<file path="src/hw/rtl/tse_pkg.sv">
// ----------------------------------------------------------------------------
// tse_pkg: shared constants, types and coefficient table
// Fixed-point formats, controller/datapath command bundle and the elaborated
// tangent series coefficient table (Q62).
// ----------------------------------------------------------------------------
package tse_pkg;

    localparam int FRAC_BITS     = 24;   // fraction bits of angle and tangent
    localparam int ANGLE_W       = 32;
    localparam int TAN_W         = 32;
    localparam int TOL_W         = 24;
    localparam int WORD_W        = 64;   // internal Q62 word

    localparam int MAX_TERMS_DEF = 16;
    localparam int MAX_TERMS_LIM = 32;
    localparam int COEF_DEPTH    = MAX_TERMS_LIM + 1;
    localparam int COEF_IDX_W    = $clog2(COEF_DEPTH);

    localparam int RED_SHIFT     = 62 - FRAC_BITS;          // Q24 -> Q62
    localparam int THR_SHIFT     = 61 - FRAC_BITS;          // tolerance * 2^(62-F) / 2
    localparam int REM_W         = ANGLE_W + RED_SHIFT;     // reduction remainder
    localparam int RED_STEPS     = 7;                       // quotient bits of angle / pi
    localparam int REC_STEPS     = TAN_W + 1;               // reciprocal quotient bits
    localparam int REC_TOP       = 62 + FRAC_BITS - REC_STEPS;
    localparam int Q_W           = REC_STEPS + 1;
    localparam int MUL_PARTS     = 4;                       // 32x32 partial products
    localparam int STEP_W        = $clog2(REC_STEPS);

    localparam logic [TOL_W-1:0]  TOL_RESET = TOL_W'(17);

    localparam logic [WORD_W-1:0] PI_W  = 64'hC90F_DAA2_2168_C235;
    localparam logic [WORD_W-1:0] PIH_W = 64'h6487_ED51_10B4_611A;
    localparam logic [WORD_W-1:0] PIQ_W = 64'h3243_F6A8_885A_308D;
    localparam logic [WORD_W-1:0] ONE_W = 64'h4000_0000_0000_0000;

    typedef logic [COEF_IDX_W-1:0] t_coef_idx;
    typedef logic [COEF_DEPTH-1:0][WORD_W-1:0] t_coef_tab;

    typedef enum logic [1:0] {
        MUL_YY,     // y * y        -> y2
        MUL_CPW,    // c_n * y^k    -> term
        MUL_PWY2    // y^k * y2     -> next power
    } t_mul_op;

    typedef struct packed {
        logic            load;
        logic            red_step;
        logic [2:0]      red_shift;
        logic            setup;
        logic            fold;
        logic            mul_load;
        t_mul_op         mul_op;
        logic            mul_step;
        logic [1:0]      mul_part;
        logic            mul_wr;
        logic            term_add;
        t_coef_idx       coef_idx;
        logic            rec_init;
        logic            rec_step;
        logic            round;
        logic            out_load;
    } t_dp_cmd;

    typedef struct packed {
        logic series;     // y above threshold: series needed
        logic inv;        // reciprocal path
        logic term_low;   // last term below threshold
        logic out_free;   // output register can take a word
    } t_dp_sts;

    // (a*b) >> 62
    function automatic logic [WORD_W-1:0] mulw(input logic [WORD_W-1:0] a,
                                               input logic [WORD_W-1:0] b);
        logic [2*WORD_W-1:0] p;
        p = {{WORD_W{1'b0}}, a} * {{WORD_W{1'b0}}, b};
        return p[125:62];
    endfunction

    // restoring division, elaboration use only
    function automatic logic [WORD_W-1:0] udiv(input logic [WORD_W-1:0] num,
                                               input logic [WORD_W-1:0] den);
        logic [WORD_W:0]   rem;
        logic [WORD_W-1:0] quo;
        int                i;
        rem = '0;
        quo = '0;
        for (i = WORD_W - 1; i >= 0; i--) begin
            rem = {rem[WORD_W-1:0], num[i]};
            if (rem >= {1'b0, den}) begin
                rem    = rem - {1'b0, den};
                quo[i] = 1'b1;
            end
        end
        return quo;
    endfunction

    // c_1 = 1, (2n-1) c_n = sum c_i c_(n-i), rounded to nearest
    function automatic t_coef_tab coef_table();
        t_coef_tab         c;
        logic [WORD_W-1:0] acc;
        logic [WORD_W-1:0] d;
        int                n;
        int                i;
        c    = '0;
        c[1] = ONE_W;
        for (n = 2; n < COEF_DEPTH; n++) begin
            acc = '0;
            for (i = 1; i < n; i++) begin
                acc = acc + mulw(c[i], c[n-i]);
            end
            d    = WORD_W'(2 * n - 1);
            c[n] = udiv(acc + (d >> 1), d);
        end
        return c;
    endfunction

    localparam t_coef_tab COEF_TAB = coef_table();

endpackage

</file>
<file path="src/hw/rtl/tse_ctrl.sv">
// ----------------------------------------------------------------------------
// tse_ctrl: sequencing state machine
// Steps the datapath through reduction, series, reciprocal and rounding.
// ----------------------------------------------------------------------------
module tse_ctrl #(
    parameter int MAX_TERMS = tse_pkg::MAX_TERMS_DEF
) (
    input  logic             i_clk,
    input  logic             i_rst_n,
    input  logic             i_in_valid,
    output logic             o_in_stall,
    input  tse_pkg::t_dp_sts i_sts,
    output tse_pkg::t_dp_cmd o_cmd
);

    localparam int CNT_W = $clog2(MAX_TERMS + 1);

    typedef enum logic [3:0] {
        S_IDLE, S_RED, S_SETUP, S_FOLD, S_DECIDE, S_MLOAD, S_MRUN, S_MWR,
        S_TADD, S_RINIT, S_RRUN, S_ROUND, S_OUT
    } t_state;

    t_state                       r_state, n_state;
    logic [tse_pkg::STEP_W-1:0]   r_step, n_step;
    logic [CNT_W-1:0]             r_term, n_term;
    tse_pkg::t_mul_op             r_op, n_op;
    logic                         r_in_stall, n_in_stall;

    always_comb begin
        n_state       = r_state;
        n_step        = r_step;
        n_term        = r_term;
        n_op          = r_op;
        o_cmd         = '0;
        o_cmd.mul_op  = r_op;
        o_cmd.coef_idx = tse_pkg::t_coef_idx'(r_term);
        o_cmd.red_shift = 3'(tse_pkg::RED_STEPS - 1) - r_step[2:0];
        o_cmd.mul_part  = r_step[1:0];
        unique case (r_state)
            S_IDLE: begin
                if (i_in_valid) begin
                    o_cmd.load = 1'b1;
                    n_step     = '0;
                    n_state    = S_RED;
                end
            end
            S_RED: begin
                o_cmd.red_step = 1'b1;
                n_step         = r_step + 1'b1;
                if (r_step == tse_pkg::STEP_W'(tse_pkg::RED_STEPS - 1)) begin
                    n_state = S_SETUP;
                end
            end
            S_SETUP: begin
                o_cmd.setup = 1'b1;
                n_state     = S_FOLD;
            end
            S_FOLD: begin
                o_cmd.fold = 1'b1;
                n_state    = S_DECIDE;
            end
            S_DECIDE: begin
                if (i_sts.series) begin
                    n_op    = tse_pkg::MUL_YY;
                    n_term  = CNT_W'(1);
                    n_state = S_MLOAD;
                end else if (i_sts.inv) begin
                    n_state = S_RINIT;
                end else begin
                    n_state = S_ROUND;
                end
            end
            S_MLOAD: begin
                o_cmd.mul_load = 1'b1;
                n_step         = '0;
                n_state        = S_MRUN;
            end
            S_MRUN: begin
                o_cmd.mul_step = 1'b1;
                n_step         = r_step + 1'b1;
                if (r_step == tse_pkg::STEP_W'(tse_pkg::MUL_PARTS - 1)) begin
                    n_state = S_MWR;
                end
            end
            S_MWR: begin
                o_cmd.mul_wr = 1'b1;
                unique case (r_op)
                    tse_pkg::MUL_YY: begin
                        n_op    = tse_pkg::MUL_CPW;
                        n_state = S_MLOAD;
                    end
                    tse_pkg::MUL_CPW: begin
                        n_state = S_TADD;
                    end
                    tse_pkg::MUL_PWY2: begin
                        n_term  = r_term + 1'b1;
                        n_op    = tse_pkg::MUL_CPW;
                        n_state = S_MLOAD;
                    end
                    default: begin
                        n_state = S_IDLE;
                    end
                endcase
            end
            S_TADD: begin
                o_cmd.term_add = 1'b1;
                if (i_sts.term_low || (r_term == CNT_W'(MAX_TERMS))) begin
                    n_state = i_sts.inv ? S_RINIT : S_ROUND;
                end else begin
                    n_op    = tse_pkg::MUL_PWY2;
                    n_state = S_MLOAD;
                end
            end
            S_RINIT: begin
                o_cmd.rec_init = 1'b1;
                n_step         = '0;
                n_state        = S_RRUN;
            end
            S_RRUN: begin
                o_cmd.rec_step = 1'b1;
                n_step         = r_step + 1'b1;
                if (r_step == tse_pkg::STEP_W'(tse_pkg::REC_STEPS - 1)) begin
                    n_state = S_ROUND;
                end
            end
            S_ROUND: begin
                o_cmd.round = 1'b1;
                n_state     = S_OUT;
            end
            S_OUT: begin
                if (i_sts.out_free) begin
                    o_cmd.out_load = 1'b1;
                    n_state        = S_IDLE;
                end
            end
            default: begin
                n_state = S_IDLE;
            end
        endcase
        n_in_stall = (n_state != S_IDLE);
    end

    always_ff @(posedge i_clk) begin
        if (!i_rst_n) begin
            r_state    <= S_IDLE;
            r_step     <= '0;
            r_term     <= '0;
            r_op       <= tse_pkg::MUL_YY;
            r_in_stall <= 1'b0;
        end else begin
            r_state    <= n_state;
            r_step     <= n_step;
            r_term     <= n_term;
            r_op       <= n_op;
            r_in_stall <= n_in_stall;
        end
    end

    assign o_in_stall = r_in_stall;

endmodule

</file>
<file path="config.mk">
export PLATFORM = sky130hd
export DESIGN_NAME = tse_ctrl
export DESIGN_NICKNAME = d
export VERILOG_FILES = /design/src/hw/rtl/tse_pkg.sv /design/src/hw/rtl/tse_ctrl.sv
export SDC_FILE = /design/constraint.sdc
export NUM_CORES = 1
export LEC_CHECK = 0
export ABC_AREA = 1
export BUFFER_PORTS_ARGS = -buffer_cell sky130_fd_sc_hd__buf_2
export CAP_MARGIN = 30
export CORE_ASPECT_RATIO = 1.1
export CORE_MARGIN = 4
export CORE_UTILIZATION = 30
export CTS_BUF_LIST = sky130_fd_sc_hd__clkbuf_2
export CTS_CLUSTER_SIZE = 28
export DETAILED_ROUTE_END_ITERATION = 10
export GPL_TIMING_DRIVEN = 1
export PLACE_DENSITY_LB_ADDON = 0.08
export SLEW_MARGIN = 40
export SYNTH_ARGS = -nofsm -noshare
export SYNTH_HDL_FRONTEND = slang
export SYNTH_SLANG_ARGS = --single-unit
</file>
<file path="constraint.sdc">
create_clock -name i_clk -period 1.3 [get_ports i_clk]
set_input_delay 0.065 -clock i_clk [delete_from_list [all_inputs] [get_ports i_clk]]
set_output_delay 0.065 -clock i_clk [all_outputs]
set_load 0.02 [all_outputs]
</file>
-- Yosys cells after proc, flatten, opt, wreduce, memory -nomap -nowiden
Cells that the tools add are included.
- flip-flop bits (word level): 18
- output and inout bits: 26
- logic and storage cells: 77
- equal/unequal tests: 23
- mux-type cells: 33
- add/subtract/negate cells: 3
- reductions and logical operators: 13
- operator list (kind ; number):
    $pmux W4 S13 ; 1
    $mux W4 ; 7
    $eq A4 B4 Y1 const B ; 5
    $pmux W6 S3 ; 1
    $eq A4 B3 Y1 const B ; 4
    $mux W1 ; 14
    $mux W5 ; 2
    $pmux W5 S2 ; 1
    $eq A4 B2 Y1 const B ; 2
    $mux W2 ; 4
    $ne A2 B2 Y1 const B ; 4
    $pmux W4 S2 ; 1
    $add A6 B1 Y6 const B ; 1
    $eq A6 B2 Y1 const B ; 1
    $eq A6 B3 Y1 const B ; 1
    $eq A6 B6 Y1 const B ; 1
    $mux W6 ; 1
    $pmux W2 S3 ; 1
    $reduce_bool A3 Y1 ; 2
    $add A5 B1 Y5 const B ; 1
    $eq A5 B5 Y1 const B ; 1
    $eq A4 B1 Y1 const B ; 1
    $logic_not A4 Y1 ; 1
    $reduce_and A4 Y1 ; 1
    other kinds (12) ; 13

-- Longest topological paths before layout
- depth in word-level cells: 5
- mapped depth: 12
- depth with buffers taken out: 12

-- Worst setup path before layout
OpenSTA, ideal clock, no wires.
- path kind: register to register
- start: reg r_term[0]
- end: reg r_in_stall, in the netlist o_in_stall
- path slack: -0.129 ns
- stages on the path, launching flop included: 13
- library setup time: 0.123 ns
- data required time: 1.177 ns
- clock period less this slack: 1.429 ns
- arrival time: 1.306 ns
- cells stage by stage: dfxtp_1 > inv_1 > ha_1 > nand2_1 > inv_1 > nand2_1 > nand2_1 > nand2_1 > nand2_1 > nand2_1 > nand2_1 > nand2_1 > nand3_1
- word-level cells in the longest chain between the ends: 5
- ends and longest elaborated chain (item ; line ; RTL):
    start, declared ; tse_ctrl.sv:25 ; logic [CNT_W-1:0] r_term, n_term;
    start signal, assigned ; tse_ctrl.sv:153 ; r_term <= n_term;
    $eq A5 B5 Y1 ; tse_ctrl.sv:107 ; if (i_sts.term_low || (r_term == CNT_W'(MAX_TERMS))) begin
    $logic_or A1 B1 Y1 ; tse_ctrl.sv:107 ;
    $mux W4 ; tse_ctrl.sv:107 ;
    $pmux W4 S13 ; tse_ctrl.sv:39 ; unique case (r_state)
    $reduce_bool A4 Y1 ; tse_ctrl.sv:140 ; n_in_stall = (n_state != S_IDLE);
    end signal, assigned ; tse_ctrl.sv:155 ; r_in_stall <= n_in_stall;
    end, declared ; tse_ctrl.sv:27 ; logic r_in_stall, n_in_stall;
No other way between the ends.
A chain may end at the register's enable or synchronous reset.

==> impl.org <==
** Run status
- The run finished, with violations left.
- Violated checks :: setup timing

** STA
- Setup violations remaining at the end of the flow were counted as 29.
- The final hold violation count is 0.
- Worst slew margin relative to its limit :: 0.6665
- On the final layout, the worst clock skew is 0.01281 ns.
- Setup repair after global routing could not meet its margin everywhere.
- Min setup slack post-route :: -0.1174 ns
- Minimum clock period :: 1.417 ns
- At the pin with the least slew margin, the transition time is 0.4997 ns.
- In the finished design, the share of the clock period the worst path needs comes to 1.090.
- Number of pins exceeding their max-slew limit in the final report :: 0
- Static timing analysis puts the maximum clock frequency at 0.7055 GHz.

** Setup path
- CP required :: 1.24 ns
- Setup CP Type :: flop to output pin
- STA classifies the critical path endpoint as an output pin.
- Maximum fanout encountered on the critical timing path :: 6
- Kind of start point of the critical path :: flop
- Worst Path Arrival :: 1.35 ns

** Detailed routing
- Summed over all layers, the routed wires come to 4050 um.
- Drt pass-1 iters :: 4
- The detail route stage leaves a number of antenna-violating nets equal to 0.
- Via count :: 1500
- # DRC :: 0
- For this block, the initial DRC count from the detailed router was 92.
- Post-DR wirelength/cell :: 12.50 um
- In the routed layout, each cell is associated on average with a via count of 4.630.

** Layout
- Post-synthesis to final-layout area growth :: 72.95%
- Final Net Count :: 285
- 0 antenna diodes ended up in the layout.
- With fillers left out, the area of the finished cells amounts to 2136 um2.
- Layout cells sized above 1 :: 0.5368
- Layout Cells excl Fill :: 324

** Clock network
- After clock tree synthesis, the clock-pin slew on the worst setup and hold paths is 0.21 ns.
- Clock buffers created by TritonCTS :: 3
- TritonCTS built the clock tree.
- CTS placed an instance of clkbuf_2 at the clock tree root.
- For this design, the sink count on the clock tree is 18.
- Maximum level of the CTS H-tree :: 1
- At the later pin of the worst-skew pair, clock insertion delay measures 0.33 ns.
- No sink is reached through more buffers than the 2 on the longest clock path.

** Synthesis
- The average instance in the mapped netlist occupies 6.269 um2.
- Most instantiated flip-flop cell in the synthesis netlist :: dfxtp_1
- During synthesis, Yosys emitted a total of 0 warnings.
- Yosys top cell area share :: 0.2918
- Largest area contributor in the netlist :: dfxtp_1
- #FFs+latches synth :: 18
- Yosys attributes the largest share of cell area to dfxtp_1 29%, nand2_1 15%, inv_1 8.8%.
- Syn Std Cell Area :: 1235 um2
- Share of flip-flops with an asynchronous set or reset :: 0
- Number of flops mapped to enable cells by yosys :: 0
- Sequential fraction of the synthesis area :: 0.2918
- Synthesis produced 197 cells.
- Post-Syn Nets :: 209
- Counting distinct cell types in the post-synthesis netlist gives 24.

** Power and ir drop
- In this run the static leakage power is 1.076 nW.
- VDD sags by at most 492.0 uV.
- Dividing total power by cell area gives a power density of 502.4 nW/um2.
- After layout, the design draws a total of 1.073 mW.

** GRT
- Number of antenna violations at the first check in global routing :: 0
- Entering global routing, the biggest net connects 13 pins.
- Global routing finished with a remaining overflow of 0.
- For this run, the total global-route usage over all layers was measured as 0.1620.
- The number of global-route vias before repair was 1505.
- The first global-routing pass estimated 6796 um of wire.

** Die
- Die Span X :: 69.18 um
- For this design the top-level I/O count stands at 33.
- Number of cell rows :: 24
- The total area inside the core boundary comes to 3964 um2.
- The floorplan step defined a die boundary enclosing 5208 um2.
- Die outline height :: 75.29 um
- The initial utilization of the core area, before any placement, comes to 0.3116.

** Place
- Setup WS pre-CTS :: -0.1094 ns
- The number of placed instances, taps included, is 303.
- In this run the cell area measured after placement is 1639 um2.
- Buffers placed on the I/O ports in this run total 31.
- Detailed Place HPWL :: 2664 um
- The congestion estimate from routability-driven global placement came to 0.9557.

** Flow run
- Total of max-cap violations :: 0

** Worst hold path
- Kind of path behind the tightest hold check :: primary input to flop
[timing repair]
item                                   in CTS  in global routing
setup endpoints to repair                  30                 32
endpoints found under the hold margin       0                  1
buffers inserted                           15                  2
hold buffers                                0                  1
gates resized for setup                    89                 16
pin swaps                                  19                  8
[per-layer routing]
layer,share of wire,global-route usage,up-vias
met3,0.052,0.03958,10
met5,0,0,-
met4,0.017,0.04338,0
met1,0.43,0.1910,683
li1,-,-,761
met2,0.50,0.2987,46
[stage by stage]
| stage | hold slack (ns) | TNS, ns | util |
|---|---|---|---|
| floorplan | 0.1813 | -0.06425 | - |
| detailed placement | 0.3883 | -0.9246 | 0.4135 |
| global route | 0.07899 | -4.742 | 0.5388 |
| global placement | 0.3842 | -1.266 | 0.4135 |
| finish | 0.07732 | -1.699 | 0.5388 |
| CTS | 0.005185 | -1.889 | 0.5167 |
[flip-flops by register name (all words and copies together), names as in the netlist]
register	cells
o_in_stall	1
r_op	2
r_state	4
r_step	6
r_term	5
[cell families after synthesis]
| family | count (synthesis) | share of synthesized area |
|---|---|---|
| compound gates | 22 | 0.09321 |
| xor+xnor | 4 | 0.02837 |
| fa+ha+maj | 5 | 0.05066 |
| buf+inv | 39 | 0.1337 |
| flops | 18 | 0.2918 |
| other cells | 1 | 0.003037 |
| simple gates | 108 | 0.3992 |
[path summary, 6_finish.rpt]
check	startpoint	to	slack (ns)	cells past startpoint
max	r_state[3]	o_cmd[18]	-0.12	5
min	i_sts[2]	r_state[1]	0.08	6
max reg2reg	r_state[1]	r_op[1]	-0.09	7
min reg2reg	r_step[5]	r_step[5]	0.50	2
[final cells by class]
class | instances | area (um2)
tap | 52 | 65.06
inverter | 33 | 128.9
timing repair buffer | 77 | 624.3
multi-input combinational | 140 | 913.4
fill | 404 | 1828
sequential | 18 | 385.4
clock inverter | 1 | 3.754
clock buffer | 3 | 15.01
[where the power goes]
part	switching (mW)	internal [mW]	total, mW
registers	0.00858	0.553	0.561
logic	0.135	0.107	0.242
clock network	0.203	0.0669	0.270
total	0.346	0.727	1.07
[synth_stat cells (2+ instances only)]
master and n:
nor2_4 3, ha_1 5, nand4_1 2, nor2_2 3, inv_2 4, xor2_1 2
nand2_1 48, o21ai_0 2, o21ai_1 3, dfxtp_1 18, buf_4 5, nor2_1 25
xnor2_1 2, nand3_1 20, a21oi_1 15, nand2_2 4, inv_1 29
[critical path, cell delays in order (launching register included)]
cell and delay (ns):
dfxtp_4 0.44, nor2_4 0.18, inv_2 0.08, buf_6 0.12
nor2_4 0.08, buf_6 0.12
[cells in the final DEF (no fill, tap or decap), types with 3 or more instances in the layout]
cell,instances
inv_2,8
buf_4,36
nand3_1,14
nor2_4,11
clkbuf_2,3
nor2_2,8
buf_2,17
a21oi_1,10
ha_1,3
nand2_1,40
nor2_1,12
nand3_2,6
dfxtp_1,10
a21oi_2,6
inv_1,23
dfxtp_4,6
buf_6,23
o21ai_1,3
nand2_2,7
nand2_4,5
No activity file was read; power rests on OpenSTA's default activity.
